===== config.mk =====
export PLATFORM = sky130hd
export DESIGN_NAME = chr_hash
export DESIGN_NICKNAME = d
export VERILOG_FILES = /design/src/rtl/assert_macros.svh /design/src/rtl/chr_pkg.sv /design/src/rtl/chr_hash.sv
export SDC_FILE = /design/constraint.sdc
export NUM_CORES = 1
export LEC_CHECK = 0
export BUFFER_PORTS_ARGS = -buffer_cell sky130_fd_sc_hd__buf_2
export CAP_MARGIN = 20
export CORE_MARGIN = 4
export CORE_UTILIZATION = 58
export CTS_BUF_LIST = sky130_fd_sc_hd__clkbuf_16
export DETAILED_ROUTE_END_ITERATION = 10
export PLACE_DENSITY = 0.82
export SYNTH_ARGS = -nofsm -noshare
export SYNTH_HDL_FRONTEND = slang
export SYNTH_SLANG_ARGS = --single-unit

===== constraint.sdc =====
create_clock -name clk -period 7.1 [get_ports clk]
set_input_delay 1.775 -clock clk [delete_from_list [all_inputs] [get_ports clk]]
set_output_delay 1.775 -clock clk [all_outputs]
set_load 0.02 [all_outputs]

===== src/rtl/assert_macros.svh =====
// Assertion macros for the ring engine top level.
`ifndef ASSERT_MACROS_SVH
`define ASSERT_MACROS_SVH

// Concurrent check on the rising clock edge, off while reset is held.
`define ASSERT_CLK(label, prop, msg) \
  label: assert property (@(posedge clk) disable iff (!rst_n) (prop)) \
    else $error(msg);

// Same check, for properties that must also hold while reset is held.
`define ASSERT_ALWAYS(label, prop, msg) \
  label: assert property (@(posedge clk) (prop)) else $error(msg);

`endif


===== src/rtl/chr_pkg.sv =====
// Package with the types and constants of the consistent-hash ring engine.
`timescale 1ns / 1ps

package chr_pkg;

  localparam int RING_DEPTH_DEF = 256;
  localparam int GROUP_SIZE     = 16;
  localparam int HASH_W         = 31;
  localparam int RUN_W          = 32;
  localparam int NODE_W         = 8;
  localparam int BYTE_W         = 8;
  localparam logic [13:0] BKDR_SEED = 14'd13131;

  typedef enum logic [1:0] {
    OP_KEY    = 2'd0,
    OP_INSERT = 2'd1,
    OP_REMOVE = 2'd2,
    OP_LOOKUP = 2'd3
  } opcode_t;

  typedef enum logic [2:0] {
    STAT_OK      = 3'd0,
    STAT_EMPTY   = 3'd1,
    STAT_DUP     = 3'd2,
    STAT_FULL    = 3'd3,
    STAT_MISSING = 3'd4
  } status_t;

  typedef enum logic [1:0] {
    S_IDLE,
    S_CMP,
    S_RED,
    S_APPLY
  } state_t;

  typedef struct packed {
    logic [HASH_W-1:0] hash;
    logic [NODE_W-1:0] owner;
  } cell_data_t;

  // Broadcast to every cell: the command hash, the node id and the one-cycle update strobes.
  typedef struct packed {
    logic              ins;
    logic              rem;
    logic [HASH_W-1:0] h;
    logic [NODE_W-1:0] node;
  } ring_cmd_t;

  typedef struct packed {
    logic sel;    // empty cell or stored hash >= command hash
    logic hit;    // occupied cell holding exactly the command hash
    logic first;  // lowest occupied cell at or above the command hash
  } cell_flags_t;

endpackage


===== src/rtl/chr_hash.sv =====
// Running BKDR hash accumulator over the streamed key bytes.
`timescale 1ns / 1ps

module chr_hash (
  input  logic                        clk,
  input  logic                        rst_n,
  input  logic                        byte_en,
  input  logic                        clear,
  input  logic [chr_pkg::BYTE_W-1:0]  data_byte,
  output logic [chr_pkg::RUN_W-1:0]   hash
);

  logic [chr_pkg::RUN_W-1:0] hash_r;
  logic [chr_pkg::RUN_W-1:0] hash_nxt;
  logic [chr_pkg::RUN_W-1:0] byte_ext;
  logic [chr_pkg::RUN_W-1:0] product;

  // The key byte is a signed char.
  assign byte_ext = {{(chr_pkg::RUN_W-chr_pkg::BYTE_W){data_byte[chr_pkg::BYTE_W-1]}},
                     data_byte};
  assign product  = chr_pkg::RUN_W'(hash_r * {{(chr_pkg::RUN_W-14){1'b0}},
                                               chr_pkg::BKDR_SEED});

  always_comb begin
    hash_nxt = hash_r;
    priority if (clear) begin
      hash_nxt = '0;
    end else if (byte_en) begin
      hash_nxt = product + byte_ext;
    end
  end

  always_ff @(posedge clk) begin
    if (!rst_n) begin
      hash_r <= '0;
    end else begin
      hash_r <= hash_nxt;
    end
  end

  assign hash = hash_r;

endmodule


### Word-level counts from Yosys, hierarchy flattened

Index checks and enable logic that the tools add are counted.

| storage, ports and cells | value |
|---|---|
| memories | 0 |
| bits in latches | 0 |
| bits of input ports | 12 |
| memory bits (writable) | 0 |
| ROM bits | 0 |
| bits in registers | 32 |

| cells by class | value |
|---|---|
| eq/ne operators | 0 |
| divide/modulo/power cells | 0 |
| shifts and indexed selects | 0 |
| magnitude comparators | 0 |
| reductions and logical operators | 1 |
| $add $sub $neg | 1 |
| multiply operators | 1 |
| bitwise logic cells | 1 |
| multiplexer cells | 0 |

Operators with widths:

| kind | count |
|---|---|
| $add 32x32->32 | 1 |
| $mul 32x14->32 const B | 1 |
| $reduce_or 2->1 | 1 |
| $not 1->1 | 1 |

### Depth between registers and ports, before layout

Gate-level depths: netlist of the first run.

| logic depth | value |
|---|---|
| depth after elaboration | 2 |
| mapped depth | 22 |
| gate-level depth less buffers | 22 |

### Worst setup path after synthesis of the first run

OpenSTA, ideal clock, no wires.

| path | value |
|---|---|
| kind | input port to flip-flop |
| start point | input data_byte[7] (netlist name) |
| end point | register hash_r (netlist bit hash[29]) |
| arrival | 7.143 ns |
| cell stages on the path | 19 |
| setup slack | -0.160 ns |
| setup time | 0.117 ns |
| cells stage by stage | inv_1 -> fa_1 -> inv_1 -> ha_1 -> fa_1 -> fa_1 -> fa_1 -> inv_1 -> fa_1 -> inv_1 -> ha_1 -> a211o_1 -> or3_1 -> a31oi_2 -> o21ai_1 -> a211o_1 -> o311ai_2 -> mux2i_1 -> nand2_1 |

| between the ends | value |
|---|---|
| cells in the longest elaborated chain, start to end | 1 |

Ends and longest elaborated chain:

| item | line | text |
|---|---|---|
| start, declared | chr_hash.sv:9 | `input logic [chr_pkg::BYTE_W-1:0] data_byte,` |
| $add 32x32->32 | chr_hash.sv:29 | `hash_nxt = product + byte_ext;` |
| end signal, assigned | chr_hash.sv:37 | `hash_r <= hash_nxt;` |
| end, declared | chr_hash.sv:13 | `logic [chr_pkg::RUN_W-1:0] hash_r;` |

Every way passes these cells.
A chain may end at the register's enable or synchronous reset.

### Worst setup path after layout of the first run

Ends and elaborated chain as after synthesis.

==> results.toml, run 1 <==
[worst_setup_path]
critPathCaptureType = "flip-flop"
cp_max_fo = 11
required_ps = 7260
r2r-start = "hash[17]"
cp.arrival_ps = 7050
timing_worst_setup_path_type = "input port to flip-flop"
r2r_setup_slack_ps = 1370
r2r_cells = 20
r2r_end = "hash[29]"
startpoint_type = "input port"

[global_route]
track_usage = 0.234
grt_max_degree = 33
grt_pass1_wl_um = 29900
antenna_found_initial = 0
grt_pass1_vias = 6324
overflow = 0

[sta]
setup_tns_ps = 0
fmax_ghz = 0.145
drv_slew = 0
worst_pin_slew_ps = 831
min_period_ps = 6890
fin_skew_ps = 4.28
fin_crit_sh = 0.970
slew_headroom = 0.446
hold_viol = 0
setup_viol_count_final = 0

[clocking]
clk_latency_ps = 270
cts_buffer_depth = 2
cts_buffers = 5
htree_levels = 2
path_clk_slew_ps = 50
clock-sinks = 32
root_buffer = "clkbuf_16"
cts_tree = "yes"
hold_buffers = 0

[floorplanning]
die_area_mm2 = 0.0156
core_mm2 = 0.0133
io_pins = 44
num_rows = 42
start_util = 0.595
die_w_um = 125
fp.dieH_um = 125

[synthesis]
syn_area_mm2 = 0.00791
synth_cells = 815
synth_fa_ha_area_frac = 0.593
ys_async_sr_fraction = 0
synth_xor_area_frac = 0.0532
synth_edf_count = 0
synth_compound_area_frac = 0.0829
synth_mux_area_frac = 0.0253
yosys.cell_types.count = 45
syn_avg_cell_area_um2 = 9.70
yosys_warnings = 0
ys_seq_area_frac = 0.0810
syn-num-nets = 1111
synthSimpleGateAreaFrac = 0.0516
synth_seq_cells = 32
ys.flop_type = "dfxtp_1"
synth_top_family_by_area = "adder cells"

[min_path]
whs_endpoint = "hash[31]"
hp-class = "flip-flop to flip-flop"
min_from = "hash[31]"
hold_path_depth = 2

[finish]
layout.nets = 1192
syn_to_final_growth_pct = 12.8
drive_gt1_frac = 0.129
antenna-diode-count = 0
largest_reg_flops = 32

[drt]
drt_iter0_markers = 327
vias = 5685
drc = 0
wl_per_cell_um = 16.4
wirelength_um = 17600
ant_nets = 0
viasPerCell = 5.30
drtPass1Iterations = 5

[status]
status = "finished clean"

[place]
place.gp.congestion = 0.953
portBuffers = 43
dpl.hpwl_um = 15000

[run]
maxCapViolations = 0
synthesized netlist by cell type, drive strengths merged, types with 2 or more instances:
cell type	number	share of area
a211o	4	0.0044
a211oi	10	0.010
a21o	13	0.012
a21oi	33	0.021
a31oi	2	0.0024
a41oi	2	0.0032
and2	2	0.0016
and3	4	0.0032
buf	2	0.00095
clkbuf	5	0.0024
dfxtp	32	0.081
fa	151	0.38
ha	133	0.21
inv	231	0.11
mux2i	20	0.025
nand2	22	0.010
nand2b	7	0.0059
nor2	47	0.022
nor3	5	0.0032
nor3b	2	0.0019
o211ai	2	0.0025
o21a	3	0.0028
o21ai	20	0.013
or3	2	0.0016
xnor2	34	0.038
xor2	14	0.016
worst max-delay path by stage:
stage                 start  endpoint  slack [ps]  depth (start not counted)
4_1_cts        data_byte[7]  hash[28]         110                         25
3_5_place_dp   data_byte[7]  hash[28]        -170                         25
6_report       data_byte[7]  hash[29]         210                         23
2_1_floorplan  data_byte[7]  hash[29]           7                         20
3_3_place_gp   data_byte[7]  hash[29]         -60                         23
5_1_grt        data_byte[7]  hash[29]         -20                         23
critical path: stages:
cell and delay (ps):
clkbuf_4 140, clkinvlp_4 90, buf_12 160, fa_1 540, inv_1 40, ha_1 260, inv_1 50, fa_1 490
inv_1 50, fa_1 450, fa_1 530, inv_1 50, fa_1 490, inv_1 80, ha_4 240, and3_1 180
and3_1 220, a22oi_2 180, nand2_1 110, a211o_1 330, o311ai_2 300, mux2i_1 210, nand2_1 60
cells in the final DEF (no fill, tap or decap), types with 7 or more instances in the layout:
| cell | netlist | final |
|---|---|---|
| a211oi_1 | 9 | 9 |
| a21o_1 | 13 | 13 |
| a21oi_1 | 33 | 28 |
| buf_2 | 0 | 42 |
| buf_4 | 0 | 37 |
| dfxtp_1 | 32 | 32 |
| fa_1 | 151 | 147 |
| ha_1 | 133 | 126 |
| ha_4 | 0 | 7 |
| inv_1 | 231 | 230 |
| mux2i_1 | 20 | 20 |
| nand2_1 | 22 | 21 |
| nor2_1 | 47 | 47 |
| o21ai_0 | 11 | 8 |
| o21ai_1 | 9 | 10 |
| xnor2_1 | 34 | 34 |
| xor2_1 | 14 | 14 |
cell type report:
class                   count  area [um^2]
inverters                 232          875
flip-flops and latches     32          641
repair buffers             81          515
multi-input cells         544         6530
clock buffers               5          125
fillers                  1024         4380
well taps                 176          220
clock inverters             2         7.51
layer usage:
metal	part of all wire	global-route usage	vias up	wire (um)
li1	-	-	2675	-
met1	0.43	0.309	2824	7530
met2	0.50	0.412	146	8850
met3	0.046	0.0279	40	808
met4	0.022	0.0554	0	383
met5	0	0	-	0
through the flow:
step | hold slack (ps) | util | std cells | worst slack [ps] | cell area [um^2]
2_1_floorplan | 542 | - | 815 | 7.27 | 7930
3_3_place_gp | 463 | 0.649 | 1064 | -59.9 | 8620
3_5_place_dp | 466 | 0.649 | 1064 | -165 | 8620
4_1_cts | 474 | 0.659 | 1071 | 113 | 8760
5_1_grt | 514 | 0.671 | 1072 | -21.1 | 8920
6_report | 475 | 0.671 | 1072 | 215 | 8920
logic make-up after synthesis:
group / after synthesis
AOI/OAI and AO/OA: 99
buffers and inverters: 239
muxes: 20
adders and majority gates: 284
and+or+nand+nor: 93
xor gates and xnor gates: 48
DFF: 32
repair_timing:
item                                    CTS  global route
setup buffers                             0             1
resized for setup                         0            27
endpoints found under the setup margin    0            10
Power of run 1 is left out: the tool's default activity adds up to more than one toggle a clock period on the data nets, which glitch-free logic cannot reach.
==> inputs of run 2 (changes only) <==
CTS_BUF_LIST = default   (was sky130_fd_sc_hd__clkbuf_16)
==> results.toml, run 2 (synthesis gave the netlist of run 1 again) <==
[clocking]
clock-sinks = 32
cts_buffer_depth = 2
hold_buffers = 0
path_clk_slew_ps = 50
root_buffer = "clkbuf_16"
htree_levels = 2
cts_buffers = 5
cts_tree = "yes"
clk_latency_ps = 270

[finish]
largest_reg_flops = 32
post-route-util = 0.676
final_common_cell = "inv_1"
layout.nets = 1194
syn_to_final_growth_pct = 13.6
layout_common_cells = "inv_1 (228), fa_1 (147), ha_1 (123)"
finalNonFillerCells = 1074
antenna-diode-count = 0
drive_gt1_frac = 0.139

[drt]
drt_iter0_markers = 346
ant_nets = 0
wirelength_um = 17900
viasPerCell = 5.33
wl_per_cell_um = 16.7
drtPass1Iterations = 5
drc = 0
vias = 5725

[worst_setup_path]
required_ps = 7260
r2r-start = "hash[17]"
startpoint_type = "input port"
critPathCaptureType = "flip-flop"
timing_worst_setup_path_type = "input port to flip-flop"
r2r_end = "hash[29]"
cp_max_fo = 5
r2r_setup_slack_ps = 1310
setup.worst_path.start = "data_byte[7]"
cp.arrival_ps = 7070
r2r_cells = 19

[floorplanning]
core_mm2 = 0.0133
start_util = 0.595
fp.dieH_um = 125
num_rows = 42
die_w_um = 125
die_area_mm2 = 0.0156
io_pins = 44

[global_route]
grt_pass1_vias = 6309
track_usage = 0.234
antenna_found_initial = 0
grt_max_degree = 33
grt_pass1_wl_um = 29900
overflow = 0

[place]
dpl.hpwl_um = 15000
post-place-ws_ps = -165
dp.cells = 1064
portBuffers = 43
place.gp.congestion = 0.953

[min_path]
hold_path_depth = 2
whs_endpoint = "hash[31]"
min_from = "hash[31]"
hp-class = "flip-flop to flip-flop"

[sta]
slew_headroom = 0.451
fin_crit_sh = 0.973
fin_skew_ps = 4.99
fmax_ghz = 0.145
min_period_ps = 6910
hold_viol = 0
drv_slew = 0
fin_ws_ps = 189
setup_viol_count_final = 0
worst_pin_slew_ps = 823

[status]
status = "finished clean"

[run]
maxCapViolations = 0
==> run 2: changes by cell type in the layout (fill, tap and decap cells not counted) <==
cell / previous run / this run
ha_1: 126 / 123
ha_2: 0 / 3
clkbuf_8: 0 / 2
clkinv_1: 3 / 1
inv_1: 230 / 228
inv_2: 0 / 2
buf_4: 37 / 38
buf_6: 0 / 1
clkbuf_16: 5 / 6
clkbuf_4: 1 / 0
==> run 2: final cells by class <==
class,instances,area (um^2)
multi-input cells,544,6540
flip-flops and latches,32,641
inverters,232,875
fillers,1008,4310
well taps,176,220
clock buffers,7,153
repair buffers,83,552
==> run 2: stage by stage <==
| step | instance area [um^2] | setup TNS (ps) | hold slack (ps) |
|---|---|---|---|
| after floorplan | 7930 | 0 | 542 |
| after global routing | 8980 | -66.0 | 514 |
| final | 8980 | 0 | 475 |
| after CTS | 8780 | 0 | 474 |
| after detailed placement | 8620 | -768 | 466 |
| after global placement | 8620 | -66.9 | 463 |
==> run 2: worst max-delay path, cell delays in order <==
cell and delay (ps):
buf_6 90, clkinvlp_4 130, clkbuf_16 190, fa_1 480
inv_1 70, ha_4 160, fa_1 560, fa_1 430
fa_1 510, inv_1 70, fa_1 490, inv_1 70
ha_4 230, a211o_1 310, or3_4 350, a31oi_4 210
o21ai_2 60, a211o_1 280, o311ai_2 300, mux2i_1 220
nand2_1 60
==> run 2: how the worst max path moves through the flow <==
stage / end / cells after the start
after floorplan: hash[29] / 20
after global placement: hash[29] / 23
after detailed placement: hash[28] / 25
after CTS: hash[28] / 25
after global routing: hash[29] / 21
final: hash[29] / 21
==> run 2: timing repair <==
item                       in CTS  in global routing
setup buffers                   0                  2
gates resized for setup         0                 34
setup endpoints to repair       0                  9
==> run 2: routing by layer <==
layer,vias up,part of all wire,GRT usage
li1,2689,-,-
met1,2846,0.43,0.309
met2,151,0.51,0.412
met3,39,0.044,0.0274
met4,0,0.018,0.0554
met5,-,0,0
Power of run 2 is left out for the same reason.
==> inputs of run 3 (changes only) <==
RECOVER_POWER = 50   (was default)
==> results.toml, run 3 (synthesis gave the netlist of run 1 again) <==
[worst_setup_path]
timing_worst_setup_path_type = "input port to flip-flop"
startpoint_type = "input port"
cp_max_fo = 5
critPathCaptureType = "flip-flop"
crit_top_cell = "fa_1"
path_cells = "buf_6 -> clkinvlp_4 -> clkbuf_16 -> fa_1 -> inv_1 -> ha_4 -> fa_1 -> fa_1 -> fa_1 -> inv_1 -> fa_1 -> inv_1 -> ha_4 -> a211o_1 -> or3_4 -> a31oi_4 -> o21ai_2 -> a211o_1 -> o311ai_2 -> mux2i_1 -> nand2_1"
crit_path_top_delay_cell = "fa_1"
required_ps = 7260
cp.arrival_ps = 7070
crit_family = "adder cells"
cp.depth = 21
cpPeakStageDelay_ps = 560
r2r_cells = 20
r2r_end = "hash[29]"
crit_path_end = "hash[29]"
setup.worst_path.start = "data_byte[7]"
r2r_setup_slack_ps = 1290
r2r-start = "hash[2]"
worst-path-buf-inv = 6

[min_path]
min_from = "hash[31]"
hp-class = "flip-flop to flip-flop"

[place]
portBuffers = 43
place.gp.congestion = 0.953
dpl.hpwl_um = 15000
post-place-ws_ps = -165
dp.cells = 1064

[drt]
vias = 5722
drc = 0
viasPerCell = 5.33
drt_iter0_markers = 389
wirelength_um = 17900
ant_nets = 0
wl_per_cell_um = 16.6
drtPass1Iterations = 5

[clocking]
cts_tree = "yes"
clk_latency_ps = 270
root_buffer = "clkbuf_16"
cts_buffers = 5
path_clk_slew_ps = 50
htree_levels = 2
clock-sinks = 32
cts_buffer_depth = 2

[finish]
syn_to_final_growth_pct = 12.9
regArea_um2 = 641
post-route-util = 0.672
layout_common_cells = "inv_1 (228), fa_1 (147), ha_1 (123)"
final_common_cell = "inv_1"
layout.nets = 1194
finalNonFillerCells = 1074
multi_input_area_mm2 = 0.00654
nFillCells = 1024
antenna-diode-count = 0
drive_gt1_frac = 0.106
largest_reg_flops = 32

[global_route]
grt_pass1_vias = 6309
antenna_found_initial = 0
overflow = 0
track_usage = 0.234
grt_pass1_wl_um = 29900
grt_max_degree = 33

[sta]
setup_tns_ps = 0
worst_pin_slew_ps = 823
min_period_ps = 6910
fin_crit_sh = 0.973
fin_skew_ps = 5.38
fmax_ghz = 0.145
slew_headroom = 0.451
drv_slew = 0
setup_viol_count_final = 0
hold_viol = 0
fin_ws_ps = 193

[floorplanning]
start_util = 0.595
io_pins = 44
die_area_mm2 = 0.0156
fp.dieH_um = 125
die_w_um = 125
num_rows = 42
core_mm2 = 0.0133

[status]
status = "finished clean"

[run]
maxCapViolations = 0
-- run 3: worst register-to-register path, stage by stage, from the launching register on --
cell and delay, ps:
dfxtp_1 310, clkbuf_1 520, ha_1 400, xor2_1 160, ha_1 210, a21o_1 180
fa_1 530, fa_1 440, fa_1 510, inv_1 50, fa_1 480, inv_1 40
ha_1 290, and3_1 170, and3_1 220, a22oi_2 170, nand2_1 100, a211o_1 330
o311ai_2 300, mux2i_1 210, nand2_1 60
-- run 3: cell type report --
cell class,count,area share
timing repair buffer,83,0.0562
multi-input combinational,544,0.732
tap,176,0.0247
sequential,32,0.0717
clock buffer,7,0.0171
inverter,232,0.0979
-- run 3: how the worst min path moves through the flow --
stage,to,cells after the start
CTS,hash[31],2
floorplan,hash[31],2
detailed placement,hash[31],2
global placement,hash[31],2
finish,hash[31],2
global route,hash[31],2
-- run 3: timing repair --
action / 4_1_cts / 5_1_grt
setup endpoints to repair: 0 / 9
hold buffers: 0 / 0
buffers inserted: 0 / 2
resized for setup: 0 / 34
-- run 3: routing by layer --
layer | vias up | wire (um) | global-route usage
li1 | 2680 | - | -
met1 | 2848 | 7640 | 0.309
met2 | 160 | 9180 | 0.412
met3 | 34 | 775 | 0.0274
met4 | 0 | 277 | 0.0554
met5 | - | 0 | 0
-- run 3: through the flow --
step	hold slack (ps)	instance area (um^2)
global route	517	8930
floorplan	542	7930
global placement	463	8620
detailed placement	466	8620
finish	476	8930
CTS	474	8780
Power of run 3 is left out for the same reason.
