--- src/rtl/assert_macros.svh ---
// Assertion macros for the ring engine top level.
`ifndef ASSERT_MACROS_SVH
`define ASSERT_MACROS_SVH

// Concurrent check on the rising clock edge, off while reset is held.
`define ASSERT_CLK(label, prop, msg) \
  label: assert property (@(posedge clk) disable iff (!rst_n) (prop)) \
    else $error(msg);

// Same check, for properties that must also hold while reset is held.
`define ASSERT_ALWAYS(label, prop, msg) \
  label: assert property (@(posedge clk) (prop)) else $error(msg);

`endif

--- src/rtl/chr_pkg.sv ---
// Package with the types and constants of the consistent-hash ring engine.
`timescale 1ns / 1ps

package chr_pkg;

  localparam int RING_DEPTH_DEF = 256;
  localparam int GROUP_SIZE     = 16;
  localparam int HASH_W         = 31;
  localparam int RUN_W          = 32;
  localparam int NODE_W         = 8;
  localparam int BYTE_W         = 8;
  localparam logic [13:0] BKDR_SEED = 14'd13131;

  typedef enum logic [1:0] {
    OP_KEY    = 2'd0,
    OP_INSERT = 2'd1,
    OP_REMOVE = 2'd2,
    OP_LOOKUP = 2'd3
  } opcode_t;

  typedef enum logic [2:0] {
    STAT_OK      = 3'd0,
    STAT_EMPTY   = 3'd1,
    STAT_DUP     = 3'd2,
    STAT_FULL    = 3'd3,
    STAT_MISSING = 3'd4
  } status_t;

  typedef enum logic [1:0] {
    S_IDLE,
    S_CMP,
    S_RED,
    S_APPLY
  } state_t;

  typedef struct packed {
    logic [HASH_W-1:0] hash;
    logic [NODE_W-1:0] owner;
  } cell_data_t;

  // Broadcast to every cell: the command hash, the node id and the one-cycle update strobes.
  typedef struct packed {
    logic              ins;
    logic              rem;
    logic [HASH_W-1:0] h;
    logic [NODE_W-1:0] node;
  } ring_cmd_t;

  typedef struct packed {
    logic sel;    // empty cell or stored hash >= command hash
    logic hit;    // occupied cell holding exactly the command hash
    logic first;  // lowest occupied cell at or above the command hash
  } cell_flags_t;

endpackage

--- src/rtl/chr_cell.sv ---
// One point of the sorted ring: stored hash and owner, compare flags, shift logic.
`timescale 1ns / 1ps

module chr_cell (
  input  logic                 clk,
  input  chr_pkg::ring_cmd_t   cmd,
  input  logic                 occ,
  input  logic                 left_sel,
  input  chr_pkg::cell_data_t  left_data,
  input  chr_pkg::cell_data_t  right_data,
  output chr_pkg::cell_data_t  data,
  output chr_pkg::cell_flags_t flags
);

  chr_pkg::cell_data_t data_r;
  chr_pkg::cell_data_t data_nxt;
  logic                sel_r;
  logic                sel_nxt;
  logic                hit_r;
  logic                hit_nxt;

  assign sel_nxt = !occ || (data_r.hash >= cmd.h);
  assign hit_nxt = occ && (data_r.hash == cmd.h);

  // Insert: cells at and above the slot take their left neighbor, the slot
  // itself takes the new point. Remove: cells from the match upward take their
  // right neighbor.
  always_comb begin
    data_nxt = data_r;
    priority if (cmd.ins && sel_r) begin
      if (left_sel) begin
        data_nxt = left_data;
      end else begin
        data_nxt.hash  = cmd.h;
        data_nxt.owner = cmd.node;
      end
    end else if (cmd.rem && sel_r) begin
      data_nxt = right_data;
    end
  end

  always_ff @(posedge clk) begin
    data_r <= data_nxt;
    sel_r  <= sel_nxt;
    hit_r  <= hit_nxt;
  end

  assign data        = data_r;
  assign flags.sel   = sel_r;
  assign flags.hit   = hit_r;
  assign flags.first = occ && sel_r && !left_sel;

endmodule

--- config.mk ---
export PLATFORM = sky130hd
export DESIGN_NAME = chr_cell
export DESIGN_NICKNAME = d
export VERILOG_FILES = /design/src/rtl/assert_macros.svh /design/src/rtl/chr_pkg.sv /design/src/rtl/chr_cell.sv
export SDC_FILE = /design/constraint.sdc
export NUM_CORES = 1
export LEC_CHECK = 0
export ABC_CLOCK_PERIOD_IN_PS = 1800
export BUFFER_PORTS_ARGS = -buffer_cell sky130_fd_sc_hd__clkbuf_2
export CORE_AREA = 4 4 85 87
export CTS_CLUSTER_SIZE = 16
export DETAILED_ROUTE_END_ITERATION = 8
export DIE_AREA = 0 0 89 91
export PLACE_DENSITY_LB_ADDON = 0.3
export SLEW_MARGIN = 20
export SYNTH_ARGS = -nofsm -noshare
export SYNTH_HDL_FRONTEND = slang
export SYNTH_SLANG_ARGS = --single-unit
--- constraint.sdc ---
create_clock -name clk -period 1.8 [get_ports clk]
set_input_delay 0.18 -clock clk [delete_from_list [all_inputs] [get_ports clk]]
set_output_delay 0.18 -clock clk [all_outputs]
set_load 0.05 [all_outputs]
== Yosys cells after proc, flatten, opt, wreduce, memory -nomap -nowiden ==
Index checks and enable logic that the tools add are counted.

* Logic and storage cells: 18
* Input port bits: 122
* Register bits: 41

* Order comparisons: 1
* Muxes and demuxes: 3
* Reduce and logical (&&, ||, !) cells: 9
* Equal/unequal tests: 1

{| class="wikitable"
|+ Operators by type and width
! cell !! count
|-
| 39-bit 2-to-1 mux || 3
|-
| 31-bit == test || 1
|-
| 31-bit >= comparator || 1
|-
| 1-bit logical AND || 5
|-
| 1-bit zero test || 2
|-
| 2-bit nonzero test || 1
|-
| 1-bit logical OR || 1
|}

== Longest topological paths before layout ==
Gate-level depths: netlist of the first run.

* Depth after elaboration: 3
* Depth in mapped cells: 7
* Gate-level depth less buffers: 7

== Worst setup path before layout of the first run ==
OpenSTA, ideal clock, no wires.

* Path type: register to register
* Start: reg data_r, in the netlist data[10]
* End: reg sel_r
* Arrival: 1.753 ns
* Setup slack: -0.092 ns
* Stages on the path, launching flop included: 7
* Required time: 1.661 ns
* Cell sequence: edfxtp_1 ha_1 a21oi_1 a21oi_1 o31a_1 o41ai_2 o2111ai_1

* Longest elaborated chain between the ends: 2

{| class="wikitable"
|+ RTL lines
! element !! RTL line !! text
|-
| start: declaration || chr_cell.sv:15 || <nowiki>chr_pkg::cell_data_t data_r;</nowiki>
|-
| start signal: assignment || chr_cell.sv:43 || <nowiki>data_r <= data_nxt;</nowiki>
|-
| 31-bit >= comparator || chr_cell.sv:22 || <nowiki>assign sel_nxt = !occ || (data_r.hash >= cmd.h);</nowiki>
|-
| 1-bit logical OR || chr_cell.sv:22 ||
|-
| named net sel_nxt || chr_cell.sv:18 || <nowiki>logic sel_nxt;</nowiki>
|-
| end signal: assignment || chr_cell.sv:44 || <nowiki>sel_r <= sel_nxt;</nowiki>
|-
| end: declaration || chr_cell.sv:17 || <nowiki>logic sel_r;</nowiki>
|}

The timed path passes the listed nets, and every way through them passes these cells.
A chain may end at the register's enable or synchronous reset.

== Final worst setup path of the first run ==
* Start: reg data_r, in the netlist data[37]
* End: reg sel_r

Same word-level chain as after synthesis.

==> results of run 1 <==
## worst max-delay path: cells and delay by family, from the launching register on
| kind | cells | cell delay (ns) |
|---|---|---|
| flip-flops | 1 | 0.44 |
| AND/OR/NAND/NOR | 4 | 0.82 |
| adder cells (fa/ha/maj) | 1 | 0.29 |
| AO/OA/AOI/OAI | 1 | 0.09 |
## kinds of logic after synthesis
kind of cell | synth area share (%)
simple gates | 10.8
mux | 13.7
fa+ha+maj | 13.6
compound gates | 12.3
buf+inv | 6.95
flops | 42.6
## placed cells by master (no fill, tap or decap), types with 2 or more instances in the layout
| cell type | n |
|---|---|
| ha_1 | 28 |
| nand3_1 | 4 |
| buf_4 | 7 |
| o21ai_0 | 2 |
| ha_4 | 3 |
| nand4_1 | 5 |
| and4_1 | 2 |
| edfxtp_1 | 39 |
| clkbuf_2 | 162 |
| a21oi_1 | 48 |
| inv_1 | 32 |
| buf_12 | 4 |
| dfxtp_1 | 2 |
| clkbuf_8 | 5 |
| nand2_1 | 3 |
| mux2i_1 | 39 |
| nor2_1 | 44 |
## how the worst max path moves through the flow
stage / from / endpoint / slack, ns / cells after the start
after floorplan: data[26]$_DFFE_PP_ / sel_r$_DFF_P_ / -0.06 / 6
after global placement: data[38]$_DFFE_PP_ / sel_r$_DFF_P_ / 0.13 / 6
after detailed placement: data[38]$_DFFE_PP_ / sel_r$_DFF_P_ / 0.11 / 6
after CTS: data[38]$_DFFE_PP_ / sel_r$_DFF_P_ / 0.08 / 6
after global routing: data[37]$_DFFE_PP_ / sel_r$_DFF_P_ / -0.03 / 6
final: data[37]$_DFFE_PP_ / sel_r$_DFF_P_ / 0.06 / 6
## timing repair
item                       4_1_cts  5_1_grt
setup buffers                    0        5
gates resized for setup          0        3
setup endpoints to repair        0        1
## metal layers
metal | global-route usage [%] | routed length [um] | share of wire (%)
met3 | 5.16 | 646 | 8.9
met4 | 4.22 | 87 | 1.2
met2 | 33.5 | 3830 | 53
met5 | 0 | 0 | 0
met1 | 19.3 | 2700 | 37
## registers in the layout, summed over array words and instances, names as in the netlist
register  count
data         39
hit_r         1
sel_r         1
## final cells by class
class                      instances  area (sq um)  area share, %
multi-input combinational        197          1480           37.4
sequential                        41          1210           30.5
timing repair buffer             173           943           23.8
inverter                          32           120           3.03
tap                               77          96.3           2.43
clock buffer                       5          68.8           1.74
clock inverter                     3          41.3           1.04
## per-stage QoR
stage / power (uW) / setup WS [ns] / setup TNS (ns)
global placement: 2580 / 0.132 / 0
global route: 3520 / -0.0269 / -0.0269
floorplan: 2200 / -0.0578 / -0.0578
CTS: 3340 / 0.0816 / 0
finish: 3310 / 0.0640 / 0
detailed placement: 2610 / 0.115 / 0
## power by group through the flow
stage / Clock (uW) / Sequential [uW] / Combinational [uW]
finish: 722 / 1280 / 1310
global route: 798 / 1300 / 1430
CTS: 756 / 1280 / 1300
detailed placement: 0 / 1310 / 1300
global placement: 0 / 1300 / 1280
floorplan: 0 / 1730 / 466
==> impl_metrics.toml, run 1 <==
[synthesis]
syn_inst = 286
ys_warn_count = 0
synthesis.nets = 439
syn_avg_cell_area_sq_um = 9.94
ys_types = 33
synth_area_leaders = "edfxtp_1 41%, mux2i_1 14%, ha_1 14%"
netlist_area_sq_um = 2840
synth.yosys.seq_area_share_pct = 42.6
synth_flop_cell = "edfxtp_1"
netlist_top_cells_count = "48 x a21oi_1, 44 x nor2_1, 39 x edfxtp_1, 39 x mux2i_1, 32 x inv_1"
yosysMostFrequentCell = "a21oi_1"
synth_edf_count = 39
ys_ff_latch = 41
synth_area_leader_cell = "edfxtp_1"
async_flop_share_pct = 0
yosysTopAreaCellShare_pct = 41.2

[global_routing]
grt.overflow.total = 0
grt_first_pass_wirelength_um = 11400
antenna_found_initial = 0
grt_max_degree = 41
grt_pass1_vias = 2583
track_usage_pct = 17.8

[sta]
setup_viol = 0
timing.hold.ws_ns = 0.149
fin_worst_skew_ns = 0.00551
drv_slew = 0
finalCritPeriodShare_pct = 96.4
min_period_ns = 1.74
fmax_mhz = 576
tightest_slew_ns = 0.383
slew_headroom_pct = 74.3
hold_violations = 0

[floorplanning]
std_cell_rows = 29
dieArea_sq_um = 8100
io_pins = 164
core_sq_um = 6350
die_h_um = 91
start_util_pct = 44.8
die_w_um = 89

[layout]
post-route-util_pct = 62.4
area_growth_pct = 39.5
final_cell_area_sq_um = 3970
instances_no_fill = 528
fillers = 549
drive_gt1_share_pct = 42.4
final_nets = 603
num_antenna_cells = 0

[worst_setup_path]
crit_path_top_delay_cell = "edfxtp_1"
max_stage_delay_ns = 0.44
r2r_cells = 6
reg2reg_slack_ns = 0.06
r2r-start = "data[37]$_DFFE_PP_"
cp-end-kind = "flop"
crit_type = "reg2reg"
cp-start-kind = "flop"
critPathMaxFanout = 3
crit_chain = "ha_4, nand4_1, and4bb_2, nand3_2, and4b_1, o2111ai_1"
worstPathRequired_ns = 2.01
r2r_end = "sel_r$_DFF_P_"
worstPathArrival_ns = 1.95

[routing]
drt_pass1_iterations = 4
vias_per_cell = 4.90
drt-initial-drc-count = 68
drc = 0
vias = 2588
wl_um = 7270
wl_per_cell_um = 13.8
ant_nets = 0

[placement]
dp_hpwl_um = 6060
port_buffers = 163
dpl_cell_area_sq_um = 3800
place.gp.congestion = 0.792
placedCellCount = 515

[clocking]
cts_htree_levels = 2
clk_transition_reported_paths_ns = 0.08
clkSinkCount = 41
cts_tree = "done"
cts_root_buffer = "clkbuf_8"
cts_buffer_depth = 2
cts_made_buffers = 5
clk_latency_ns = 0.29
holdBufCountCts = 0

[power]
switching_power_uw = 1250
vdd.ir_drop.worst_v = 0.000552
internal_power_uw = 2070
p_clk_share_pct = 21.8
pwr-share-seq_pct = 38.7
combPwrFrac_pct = 39.5
p_sw_share_pct = 37.6
power.density_nw_per_um2 = 836
power.leakage_uw = 0.00205

[run_status]
status = "finished clean"

[flow_run]
max_cap_viol_count = 0

[worst_hold_path]
hold_path_class = "in2reg"
holdCritStartpoint = "occ"
whs_path_depth = 3
holdPathEnd = "hit_r$_DFF_P_"
Power figures use the tool's default switching activity.
==> run 2: changes to the inputs <==
--- a/config.mk
+++ b/config.mk
@@ -5,13 +5,14 @@
 export SDC_FILE = /design/constraint.sdc
 export NUM_CORES = 1
 export LEC_CHECK = 0
-export ABC_CLOCK_PERIOD_IN_PS = 1800
+export ABC_CLOCK_PERIOD_IN_PS = 1700
 export BUFFER_PORTS_ARGS = -buffer_cell sky130_fd_sc_hd__clkbuf_2
 export CORE_AREA = 4 4 85 87
 export CTS_CLUSTER_SIZE = 16
 export DETAILED_ROUTE_END_ITERATION = 8
 export DIE_AREA = 0 0 89 91
-export PLACE_DENSITY_LB_ADDON = 0.3
+export MAX_ROUTING_LAYER = met4
+export PLACE_DENSITY = 0.92
 export SLEW_MARGIN = 20
 export SYNTH_ARGS = -nofsm -noshare
 export SYNTH_HDL_FRONTEND = slang
==> constraint.sdc (replaced) <==
create_clock -name clk -period 1.7 [get_ports clk]
set_input_delay 0.17 -clock clk [delete_from_list [all_inputs] [get_ports clk]]
set_output_delay 0.17 -clock clk [all_outputs]
set_load 0.05 [all_outputs]
==> impl_metrics.toml, run 2 (same netlist as run 1, synthesis figures left out) <==
[run_status]
status = "finished with violations"
violations = "negative setup slack"

[floorplanning]
std_cell_rows = 29
dieArea_sq_um = 8100
die_w_um = 89
die_h_um = 91
start_util_pct = 44.8
io_pins = 164
core_sq_um = 6350

[power]
power.density_nw_per_um2 = 851
power.leakage_uw = 0.00204
vdd.ir_drop.worst_v = 0.000521
finalPower_uw = 3370

[routing]
wl_um = 7680
drt-initial-drc-count = 62
vias = 2661
wl_per_cell_um = 14.6
drt_pass1_iterations = 4
drc = 0
ant_nets = 0
vias_per_cell = 5.05

[clocking]
cts_made_buffers = 5
clkSinkCount = 41
cts_buffer_depth = 2
holdBufCountCts = 0
cts_root_buffer = "clkbuf_8"
clk_latency_ns = 0.29
clk_transition_reported_paths_ns = 0.08
cts_tree = "done"
cts_htree_levels = 2

[worst_setup_path]
worstPathArrival_ns = 1.93
crit_type = "reg2reg"
path_buf_inv = 0
crit_chain = "ha_4, nand4_1, and4bb_1, nand3_2, and4b_1, o2111ai_1"
cp-end-kind = "flop"
max_stage_delay_ns = 0.44
crit_path_top_delay_cell = "edfxtp_1"
worstPathRequired_ns = 1.91
cp-start-kind = "flop"
critPathMaxFanout = 3
path_delay_family = "simple AND/OR/NAND/NOR gates"

[global_routing]
grtUsageMet3_pct = 4.25
antenna_found_initial = 0
grt_pass1_vias = 2741
grt_max_degree = 79
grt_use_met2_pct = 34.5
grt_first_pass_wirelength_um = 11900
grt_util_met1_pct = 21.2
track_usage_pct = 19.3
top_usage_layer = "met2"
grt.overflow.total = 0

[layout]
final_common_cell = "clkbuf_2"
final_cell_mix = "162 x clkbuf_2, 47 x a21oi_1, 44 x nor2_1"
area_growth_pct = 39.2
post-route-util_pct = 62.3
num_antenna_cells = 0
final_nets = 602
largest_reg_flops = 39
drive_gt1_share_pct = 42.2
instances_no_fill = 527

[sta]
fmax_mhz = 583
min_period_ns = 1.72
slew_headroom_pct = 68.5
drv_slew = 0
tightest_slew_ns = 0.472
rsz0062_at_grt = "true"
setup_viol = 1
setup_slack_ns = -0.0158
hold_violations = 0
fin_worst_skew_ns = 0.00281
finalCritPeriodShare_pct = 101
tns_ns = -0.0158

[placement]
placedCellCount = 514
dp_worst_setup_slack_ns = -0.00234
dp_hpwl_um = 6370
place.gp.congestion = 0.776
port_buffers = 163

[flow_run]
max_cap_viol_count = 0

[worst_hold_path]
hold_path_class = "in2reg"
==> run 2: changes by cell type in the layout (fill, tap and decap cells not counted) <==
cell	previous run	this run
a21oi_1	48	47
clkinv_2	0	1
and4bb_1	0	1
bufinv_16	1	0
buf_12	4	5
clkinvlp_4	1	0
ha_4	3	4
buf_4	7	5
ha_1	28	27
a21oi_2	1	2
and4bb_2	1	0
clkinv_1	1	2
==> run 2: final cells by class <==
| cell class | instances | area [sq um] |
|---|---|---|
| inverters | 32 | 120 |
| repair buffers | 172 | 948 |
| well taps | 77 | 96.3 |
| flip-flops and latches | 41 | 1210 |
| clock buffers | 5 | 68.8 |
| fillers | 554 | 2390 |
| clock inverters | 3 | 12.5 |
| multi-input cells | 197 | 1500 |
==> run 2: final timing paths <==
check / slack, ns / endpoint / start / depth (start not counted)
worst min-delay path: 0.14 / hit_r$_DFF_P_ / occ / 3
worst min register to register: 0.74 / sel_r$_DFF_P_ / data[22]$_DFFE_PP_ / 3
worst max register to register: -0.02 / sel_r$_DFF_P_ / data[36]$_DFFE_PP_ / 6
worst max-delay path: -0.02 / sel_r$_DFF_P_ / data[36]$_DFFE_PP_ / 6
==> run 2: worst reg2reg max path: cells and delay by family (launching register included) <==
kind / cells / cell delay, ns
simple gates: 4 / 0.80
flops: 1 / 0.44
fa+ha+maj: 1 / 0.29
compound gates: 1 / 0.09
==> run 2: routing by layer <==
metal | routed length [um] | part of all wire, %
met5 | 0 | 0
met3 | 618 | 8.0
met4 | 112 | 1.5
met2 | 3980 | 52
met1 | 2970 | 39
==> run 2: stage by stage <==
step | hold slack (ns) | instance area, sq um
3_3_place_gp | 0.430 | 3800
4_1_cts | 0.129 | 3900
2_1_floorplan | 0.320 | 2870
5_1_grt | 0.158 | 3960
3_5_place_dp | 0.443 | 3800
6_report | 0.139 | 3960
==> run 2: power by group <==
| group | internal, uW | switching, uW | leakage, uW |
|---|---|---|---|
| Sequential | 1290 | 72.2 | 0.000394 |
| Clock | 277 | 327 | 0.0000430 |
| Combinational | 467 | 933 | 0.00161 |
==> run 2: timing repair <==
action,4_1_cts,5_1_grt
pin swaps,2,5
buffers inserted,2,3
resized for setup,0,4
setup endpoints to repair,1,1
==> run 3: changes to the inputs <==
--- a/config.mk
+++ b/config.mk
@@ -11,8 +11,10 @@
 export CTS_CLUSTER_SIZE = 16
 export DETAILED_ROUTE_END_ITERATION = 8
 export DIE_AREA = 0 0 89 91
+export GPL_ROUTABILITY_DRIVEN = 0
 export MAX_ROUTING_LAYER = met4
 export PLACE_DENSITY = 0.92
+export SKIP_CTS_REPAIR_TIMING = 1
 export SLEW_MARGIN = 20
 export SYNTH_ARGS = -nofsm -noshare
 export SYNTH_HDL_FRONTEND = slang
==> impl_metrics.toml, run 3 (same netlist as run 1, synthesis figures left out) <==
[run_status]
status = "finished with violations"
violations = "negative setup slack"

[worst_setup_path]
critPathMaxFanout = 3
crit_path_top_delay_cell = "edfxtp_1"
r2r_end = "sel_r$_DFF_P_"
r2r_cells = 6
crit_chain = "ha_4, nand4_1, and4bb_1, nand3_2, and4b_1, o2111ai_1"
worstPathRequired_ns = 1.91
path_buf_inv = 0
reg2reg_slack_ns = -0.02
worstPathArrival_ns = 1.93
cp-start-kind = "flop"
max_stage_delay_ns = 0.43
r2r-start = "data[38]$_DFFE_PP_"
cp-end-kind = "flop"
crit_type = "reg2reg"
path_delay_family = "simple AND/OR/NAND/NOR gates"

[power]
power.leakage_uw = 0.00203
power.density_nw_per_um2 = 852
vdd.ir_drop.worst_v = 0.000520

[routing]
wl_per_cell_um = 14.6
wl_um = 7690
drt_pass1_iterations = 4
vias_per_cell = 5.05
drt-initial-drc-count = 60
drc = 0
ant_nets = 0
vias = 2650

[layout]
final_cell_mix = "162 x clkbuf_2, 48 x a21oi_1, 44 x nor2_1"
final_nets = 600
final_common_cell = "clkbuf_2"
instances_no_fill = 525
largest_reg_flops = 39
num_antenna_cells = 0
drive_gt1_share_pct = 41.7
final_cell_area_sq_um = 3940
area_growth_pct = 38.6

[flow_run]
max_cap_viol_count = 0

[global_routing]
antenna_found_initial = 0
track_usage_pct = 19.3
grt_first_pass_wirelength_um = 11900
grt.overflow.total = 0
grt_max_degree = 79
grt_pass1_vias = 2740

[sta]
rsz0062_at_grt = "true"
min_period_ns = 1.72
setup_slack_ns = -0.0158
tns_ns = -0.0158
fin_worst_skew_ns = 0.00302
tightest_slew_ns = 0.468
drv_slew = 0
finalCritPeriodShare_pct = 101
hold_violations = 0
fmax_mhz = 583
slew_headroom_pct = 68.8
setup_viol = 1

[clocking]
cts_root_buffer = "clkbuf_8"
cts_htree_levels = 2
cts_buffer_depth = 2
clk_latency_ns = 0.29
clkSinkCount = 41
cts_made_buffers = 5
cts_tree = "done"
clk_transition_reported_paths_ns = 0.08

[worst_hold_path]
whs_path_depth = 3
hold_path_class = "in2reg"
holdCritStartpoint = "occ"
holdPathEnd = "hit_r$_DFF_P_"

[floorplanning]
die_h_um = 91
die_w_um = 89
std_cell_rows = 29
start_util_pct = 44.8
core_sq_um = 6350
io_pins = 164
dieArea_sq_um = 8100

[placement]
placedCellCount = 514
dpl_cell_area_sq_um = 3800
dp_hpwl_um = 6370
port_buffers = 163
dp_worst_setup_slack_ns = -0.00234
==> run 3: changes by cell type in the layout (fill, tap and decap cells not counted), sizes merged <==
cell | previous run | this run
buf | 10 | 8
==> run 3: per-stage QoR <==
step | util, % | hold WS [ns] | power (uW)
6_report | 62.0 | 0.135 | 3360
3_5_place_dp | 59.9 | 0.443 | 2770
5_1_grt | 62.0 | 0.158 | 3570
2_1_floorplan | - | 0.320 | 2330
3_3_place_gp | 59.9 | 0.430 | 2710
4_1_cts | 61.2 | 0.129 | 3380
==> run 3: power by group <==
group | switching (uW) | total, uW | internal (uW)
registers | 72.8 | 1370 | 1290
logic | 931 | 1390 | 459
clock network | 326 | 602 | 276
==> run 3: final cells by class <==
class	count	area, sq um
multi-input combinational	197	1500
sequential	41	1210
clock buffer	5	68.8
clock inverter	3	12.5
inverter	32	120
timing repair buffer	170	933
tap	77	96.3
fill	550	2410
==> run 3: tightest hold or removal path, stage by stage <==
cell and delay, ns:
clkbuf_2 0.09, inv_1 0.08, nor2_1 0.05
==> run 3: worst max-delay path by stage <==
| stage | depth (start not counted) | slack, ns | startpoint | endpoint |
|---|---|---|---|---|
| 4_1_cts | 6 | -0.03 | data[36]$_DFFE_PP_ | sel_r$_DFF_P_ |
| 6_report | 6 | -0.02 | data[38]$_DFFE_PP_ | sel_r$_DFF_P_ |
| 3_5_place_dp | 6 | -0.002 | data[28]$_DFFE_PP_ | sel_r$_DFF_P_ |
| 2_1_floorplan | 6 | -0.16 | data[26]$_DFFE_PP_ | sel_r$_DFF_P_ |
| 5_1_grt | 6 | -0.10 | data[38]$_DFFE_PP_ | sel_r$_DFF_P_ |
| 3_3_place_gp | 6 | 0.07 | data[36]$_DFFE_PP_ | sel_r$_DFF_P_ |
==> run 3: layer usage <==
layer | track usage, % | routed length, um
met1 | 21.3 | 2990
met4 | 5.33 | 113
met5 | - | 0
met2 | 34.5 | 3970
met3 | 4.25 | 616
